File: config.mk
export PLATFORM = sky130hd
export DESIGN_NAME = swlg_div
export DESIGN_NICKNAME = d
export VERILOG_FILES = /design/src/sine_wave_level_generator_top_assert.svh /design/src/swlg_pkg.sv /design/src/swlg_div.sv
export SDC_FILE = /design/constraint.sdc
export NUM_CORES = 2
export LEC_CHECK = 0
export ABC_AREA = 0
export BUFFER_PORTS_ARGS = -buffer_cell sky130_fd_sc_hd__buf_4
export CORE_MARGIN = 3
export CORE_UTILIZATION = 65
export DETAILED_ROUTE_END_ITERATION = 10
export GPL_TIMING_DRIVEN = 0
export MAX_ROUTING_LAYER = met4
export PLACE_DENSITY = 0.82
export SLEW_MARGIN = 40
export SYNTH_ARGS = -nofsm -noshare
export SYNTH_HDL_FRONTEND = slang
export SYNTH_SLANG_ARGS = --single-unit
File: constraint.sdc
create_clock -name clock -period 6.1 [get_ports clock]
set_input_delay 0.61 -clock clock [delete_from_list [all_inputs] [get_ports clock]]
set_output_delay 0.61 -clock clock [all_outputs]
set_load 0.03 [all_outputs]
File: src/sine_wave_level_generator_top_assert.svh
// Assertion macros for the sine level generator.
`ifndef SINE_WAVE_LEVEL_GENERATOR_TOP_ASSERT_SVH
`define SINE_WAVE_LEVEL_GENERATOR_TOP_ASSERT_SVH

// Same-cycle implication, disabled during reset.
`define SWLG_ASSERT_NOW(label, clk, rst, ante, cons, msg) \
   label: assert property (@(posedge clk) disable iff (rst) (ante) |-> (cons)) \
      else $error(msg);

// Next-cycle implication, disabled during reset.
`define SWLG_ASSERT_NEXT(label, clk, rst, ante, cons, msg) \
   label: assert property (@(posedge clk) disable iff (rst) (ante) |=> (cons)) \
      else $error(msg);

`endif

File: src/swlg_pkg.sv
// Shared types, constants and functions of the sine level generator.
package swlg_pkg;

   localparam int SINE_TABLE_BITS_DEF = 10;

   localparam int TIME_W   = 32;
   localparam int PERIOD_W = 24;
   localparam int GAIN_W   = 19;
   localparam int LEVEL_W  = 17;
   localparam int CSR_W    = 32;
   localparam int CSR_A_W  = 3;
   localparam int SUM_W    = TIME_W + 1;  // t + phase
   localparam int Q30_W    = 31;          // Q30 values up to 1.0 and the coefficients
   localparam int SINE_W   = 18;          // signed Q16 sine, -65536..65536

   // register indexes
   localparam logic [CSR_A_W-1:0] CSR_PERIOD    = 3'd0;
   localparam logic [CSR_A_W-1:0] CSR_MAGNITUDE = 3'd1;
   localparam logic [CSR_A_W-1:0] CSR_PHASE     = 3'd2;
   localparam logic [CSR_A_W-1:0] CSR_OFFSET    = 3'd3;
   localparam logic [CSR_A_W-1:0] CSR_MODE      = 3'd4;
   localparam logic [CSR_A_W-1:0] CSR_LENGTH    = 3'd5;

   // register reset values
   localparam logic [PERIOD_W-1:0]      PERIOD_RST    = 24'd1000;
   localparam logic signed [GAIN_W-1:0] MAGNITUDE_RST = 19'sd32768;
   localparam logic [PERIOD_W-1:0]      PHASE_RST     = 24'd0;
   localparam logic signed [GAIN_W-1:0] OFFSET_RST    = 19'sd32768;
   localparam logic                     MODE_ABS      = 1'b0;
   localparam logic                     MODE_REL      = 1'b1;
   localparam logic [TIME_W-1:0]        LENGTH_RST    = 32'hFFFF_FFFF;

   localparam logic [LEVEL_W-1:0] LEVEL_FULL = 17'd65536;

   // odd polynomial for sin(pi/2 * x), Q30
   localparam logic [Q30_W-1:0] C1 = 31'd1686629713;
   localparam logic [Q30_W-1:0] C3 = 31'd693598669;
   localparam logic [Q30_W-1:0] C5 = 31'd85569306;
   localparam logic [Q30_W-1:0] C7 = 31'd5026995;
   localparam logic [Q30_W-1:0] C9 = 31'd172272;
   localparam int HORNER_STEPS = 4;

   // per-word sideband carried alongside the datapath
   typedef struct packed {
      logic               ok;
      logic [LEVEL_W-1:0] cur;
   } swlg_side_type;

   // coefficient that Horner step j subtracts from
   function automatic logic [Q30_W-1:0] horner_coef(input int j);
      logic [Q30_W-1:0] c;
      case (j)
         0:       c = C7;
         1:       c = C5;
         2:       c = C3;
         default: c = C1;
      endcase
      return c;
   endfunction

endpackage

File: src/swlg_div.sv
// Pipelined restoring divider, one quotient bit per stage.
module swlg_div import swlg_pkg::*; #(
   parameter int DEN_W = PERIOD_W,
   parameter int NB    = SUM_W
) (
   input  logic             clock,
   input  logic             reset,
   input  logic             en,
   input  logic [DEN_W-1:0] den,       // divisor, non-zero, steady while words are in flight
   input  logic             src_valid,
   input  logic [DEN_W-1:0] src_rem,   // starting remainder, below den
   input  logic [NB-1:0]    src_num,   // numerator bits shifted in, MSB first
   input  swlg_side_type    src_side,
   output logic             dst_valid,
   output logic [NB-1:0]    dst_quot,
   output logic [DEN_W-1:0] dst_rem,
   output swlg_side_type    dst_side
);

   logic             valid_w [0:NB];
   logic [DEN_W-1:0] rem_w   [0:NB];
   logic [NB-1:0]    num_w   [0:NB];
   logic [NB-1:0]    quot_w  [0:NB];
   swlg_side_type    side_w  [0:NB];

   assign valid_w[0] = src_valid;
   assign rem_w[0]   = src_rem;
   assign num_w[0]   = src_num;
   assign quot_w[0]  = '0;
   assign side_w[0]  = src_side;

   for (genvar g = 0; g < NB; g++) begin : g_stage
      logic             valid_ff;
      logic [DEN_W-1:0] rem_ff, rem_in;
      logic [NB-1:0]    num_ff, num_in;
      logic [NB-1:0]    quot_ff, quot_in;
      swlg_side_type    side_ff;
      logic [DEN_W:0]   trial;
      logic [DEN_W:0]   diff;
      logic             fits;

      always_comb begin
         trial   = {rem_w[g], num_w[g][NB-1]};
         diff    = trial - {1'b0, den};
         fits    = (trial >= {1'b0, den});
         rem_in  = fits ? diff[DEN_W-1:0] : trial[DEN_W-1:0];
         num_in  = {num_w[g][NB-2:0], 1'b0};
         quot_in = {quot_w[g][NB-2:0], fits};
      end

      always_ff @(posedge clock) begin
         if (reset) begin
            valid_ff <= 1'b0;
         end else if (en) begin
            valid_ff <= valid_w[g];
         end
      end

      always_ff @(posedge clock) begin
         if (en) begin
            rem_ff  <= rem_in;
            num_ff  <= num_in;
            quot_ff <= quot_in;
            side_ff <= side_w[g];
         end
      end

      assign valid_w[g+1] = valid_ff;
      assign rem_w[g+1]   = rem_ff;
      assign num_w[g+1]   = num_ff;
      assign quot_w[g+1]  = quot_ff;
      assign side_w[g+1]  = side_ff;
   end

   assign dst_valid = valid_w[NB];
   assign dst_quot  = quot_w[NB];
   assign dst_rem   = rem_w[NB];
   assign dst_side  = side_w[NB];

endmodule

**After elaboration in Yosys (flattened, before gate mapping)**

Cells that the tools add are included.
W data, S select, Z words.

- Order comparisons: 33
- Muxes and demuxes: 33
- Add/sub/neg operators: 33

Operators by type and width:

| cell | count |
|---|---|
| $ge A25 B24 Y1 | 33 |
| $mux W24 | 33 |
| $sub A24 B24 Y24 | 33 |

- Word-level logic and storage cells: 296
- Flip-flop bits (word level): 2508
- Output and inout bits: 76
- Input port bits: 103

**Logic depth before layout (Yosys ltp)**

- Word-level depth: 2
- Mapped depth: 14
- Gate-level depth less buffers: 12

**Worst setup path before layout**

OpenSTA, ideal clock, no wires.

- Path kind: input to register
- Start point: input den[4]
- End point: register g_stage[4].rem_ff[16], data pin
- Arrival: 3.718 ns
- Path buffers: 1
- Library setup time: 0.260 ns
- Required time: 5.840 ns
- Stages on the path: 12
- Setup slack: 2.122 ns
- Cell sequence: inv_1 > ha_1 > a21o_1 > a21oi_1 > nor2b_1 > nor4b_1 > o311ai_1 > a41o_1 > a31o_2 > a21boi_2 > buf_4 > mux2_2

- Word-level cells in the longest chain between the ends: 2
- Elaborated cells between the ends (all ways): 3
- Classes of those cells: 1 x add/sub; 1 x order compare; 1 x mux

RTL lines:

| element | RTL line | RTL |
|---|---|---|
| start: declaration | swlg_div.sv:9 | `input logic [DEN_W-1:0] den,` |
| $sub A24 B24 Y24 or $ge A25 B24 Y1 (tied branches) | swlg_div.sv:44, swlg_div.sv:45 |  |
| $mux W24 * | swlg_div.sv:46 | `rem_in = fits ? diff[DEN_W-1:0] : trial[DEN_W-1:0];` |
| net g_stage[4].rem_in[16] | swlg_div.sv:34 | `logic [DEN_W-1:0] rem_ff, rem_in;` |
| end signal: assignment | swlg_div.sv:61 | `rem_ff <= rem_in;` |
| end: declaration | swlg_div.sv:34 |  |

Mark *: on every way through the listed nets, which the timed path passes. The rest lies on a longest branch.
A chain may end at the register's enable or synchronous reset.

**Worst setup path after layout**

- Start point: input den[1]
- End point: register g_stage[13].rem_ff[11], data pin

- Word-level cells in the longest chain between the ends: 2
- Elaborated cells between the ends (all ways): 3
- Classes of those cells: 1 x add/sub; 1 x order compare; 1 x mux

RTL lines:

| element | RTL line | RTL |
|---|---|---|
| $ge A25 B24 Y1 | swlg_div.sv:45 | `fits = (trial >= {1'b0, den});` |
| net g_stage[13].fits | swlg_div.sv:40 | `logic fits;` |
| $mux W24 | swlg_div.sv:46 |  |
| net g_stage[13].rem_in[11] | swlg_div.sv:34 |  |
| end signal: assignment | swlg_div.sv:61 |  |
| end: declaration | swlg_div.sv:34 |  |

The timed path passes the listed nets, and every way through them passes these cells.

==> impl_metrics.toml <==
[cells_and_area]
utilization_pct = 73.1
syn_to_final_growth_pct = 11.7
most-common-layout-cells = "edfxtp_1, ha_1, a21oi_1"
mostFrequentLayoutCell = "edfxtp_1"
net_count_reported_at_finish = 10800
share_of_final_layout_standard_cells_stronger_than_drive_strength_1_pct = 11.1

[clocking]
postCtsResizedCells = 0
cts.repair_timing.setup_buffer_count = 0
clk_pin_slew_worst_paths_ns = 0.07
cts-htree-levels = 4
cts_hold_repair.buffers = 51
cts_made_buffers = 241
insertion_delay_ns = 0.88
clock_tree.buffer_depth = 3
clkSinkCount = 2508
cts_tree = "yes"
ctsRootBufferMaster = "clkbuf_16"

[route]
wl_per_cell_um = 23.6
route.detailed.vias_per_inst = 6.33
postRouteAntennaNets = 0
route.vias.total = 79600
number_of_iterations_in_the_first_detailed_routing_pass = 7
drt_drc_violations_left = 0
routed_wirelength_um = 297000
drt-initial-drc-count = 8397

[die]
floorplan.core_area_um2 = 188000
floorplan.io_pins = 179
placement_rows = 159
floorplan.initialDensity_pct = 65.4
dieWidth_um = 441
total_die_area_um2 = 194000
dieHeight_um = 441

[sta]
slew_of_the_pin_with_the_lowest_slew_margin_ns = 0.882
max_slew_vio_count = 0
setup_total_negative_slack_ns = 0
hold_viol_final = 0
setup_violations = 0
timing.fmax_mhz = 223
hold_slack_ns = 0.0661
fin_crit_ns = 4.49
layout_worst_path_cycle_share_pct = 73.6
timing.slew.headroom_pct = 40.4
rsz0062_at_grt = "no"
clock_skew_ns = 0.0503

[power]
pwr-share-clk_pct = 20.3
combinationalPowerShare_pct = 43.7
total_power_mw = 74.8
internal-power_mw = 47.0
p_seq_share_pct = 36.0
power.switching_mw = 27.8
p_sw_share_pct = 37.2
power.density_nw_per_um2 = 544
ir_drop_uv = 374
p_leak_nw = 52.4

[placed_design]
dp_hpwl_um = 193000
port-buffer-count = 177
place.gp.congestion = 0.932

[critical_path]
path_class = "in2reg"
critical_path_launch_point_type = "primary input"
worstSetupEndpointType = "register"
timing.critical_path.fanout_max = 34
cp_data_required_time_ns = 6.64
arrival_time_of_the_worst_setup_path_ns = 5.03

[grt]
antenna_found_initial = 11
grt_start_max_net_pins = 133
groute.usage.overall_pct = 31.0
first_pass_grt_wire_length_um = 451000
via_count_of_the_first_global_routing_pass = 78000
grt_overflow_total = 0

[yosys]
async_reset_ff_share_pct = 0
synth_top_area_share_pct = 60.4
synth_edf_count = 2475
ys_top_cells_by_area = "edfxtp_1, ha_1, mux2_2"
synthesis.area_per_instance_um2 = 13.1
netlist-cell-type-count = 109
netlist.top_cell.by_area = "edfxtp_1"
syn_inst = 9356
synth-seq-area-share_pct = 61.0
ys.warnings.count = 0
synth-seq-cells = 2508
synthFlopType = "edfxtp_1"
synth_nets = 10300
synth.cell_area_um2 = 123000

[status]
run_status = "finished clean"

[worst_hold_path]
class_of_the_worst_hold_path = "in2reg"

[run]
max_cap_viols = 0
==> synth_stat cells, drive strengths merged (157+ instances only) <==
master	n
nor2	635
xor2	227
o21ai	495
nor3	168
a21o	333
mux2	358
ha	792
edfxtp	2475
inv	299
nand3	157
nand2	547
a21oi	719
xnor2	368
==> critical path, cell delays in order <==
cell,delay (ns)
buf_8,0.52
inv_6,0.18
buf_16,0.28
ha_1,0.34
nor2b_1,0.17
o211ai_1,0.09
a21boi_0,0.37
o21ai_0,0.35
o211ai_1,0.54
o221ai_1,0.21
a21oi_1,0.24
buf_2,0.31
buf_1,0.56
a21oi_1,0.17
==> cells by family (layout without fill, tap and decap cells) <==
kind of cell	count (synthesis)	count (layout)	synth area share, %
compound gates	2351	2351	12.3
xor+xnor	595	595	4.24
fa+ha+maj	825	825	8.59
buf+inv	488	1207	1.59
flops	2508	2508	61.0
mux	440	440	3.97
other cells	0	12	0
simple gates	2149	2149	8.33
==> state kept, by name, indices dropped and copies added (netlist names) <==
register,cells
dst_quot,33
dst_rem,24
dst_side,18
dst_valid,1
g_stage.num_ff,528
g_stage.quot_ff,528
g_stage.rem_ff,768
g_stage.side_ff,576
g_stage.valid_ff,32
==> power by group through the flow <==
| stage | registers, mW | clock network, mW | logic (mW) |
|---|---|---|---|
| 3_5_place_dp | 27.1 | 0 | 31.5 |
| 3_3_place_gp | 27.7 | 0 | 30.6 |
| 5_1_grt | 27.2 | 16.1 | 35.7 |
| 6_report | 26.9 | 15.2 | 32.7 |
| 2_1_floorplan | 26.2 | 0 | 23.7 |
| 4_1_cts | 26.8 | 15.4 | 32.1 |
==> metrics by stage <==
stage,cell area [µm²],instances,setup WS (ns)
finish,137000,12600,1.61
global route,137000,12600,1.38
CTS,137000,12600,1.73
detailed placement,129000,12100,0.885
global placement,127000,12000,-16.75
floorplan,123000,9356,2.12
==> area by class of cell <==
| class | count | area [µm²] |
|---|---|---|
| multi-input combinational | 6360 | 46100 |
| sequential | 2508 | 75000 |
| clock inverter | 164 | 1770 |
| fill | 11900 | 50600 |
| inverter | 300 | 1240 |
| tap | 2495 | 3120 |
| buffer | 188 | 832 |
| timing repair buffer | 273 | 3030 |
| antenna | 12 | 30.0 |
| clock buffer | 282 | 6290 |
==> path summary, 6_finish.rpt <==
check	cells past startpoint	endpoint	from	slack (ns)
hold / removal	2	g_stage[0].rem_ff[22]$_DFFE_PP_	src_rem[21]	0.07
hold reg to reg	0	g_stage[14].num_ff[21]$_DFFE_PP_	g_stage[13].num_ff[20]$_DFFE_PP_	0.38
setup reg to reg	11	g_stage[29].rem_ff[9]$_DFFE_PP_	g_stage[28].rem_ff[1]$_DFFE_PP_	1.91
setup / recovery	14	g_stage[13].rem_ff[11]$_DFFE_PP_	den[1]	1.61
==> layer usage <==
metal	vias to the layer above	GRT usage (%)	share of wire, %
li1	36900	-	-
met1	38400	40.5	41
met2	3406	49.3	48
met3	834	4.63	6.9
met4	0	12.5	4.6
met5	-	-	0
No activity file was read; power rests on OpenSTA's default activity.
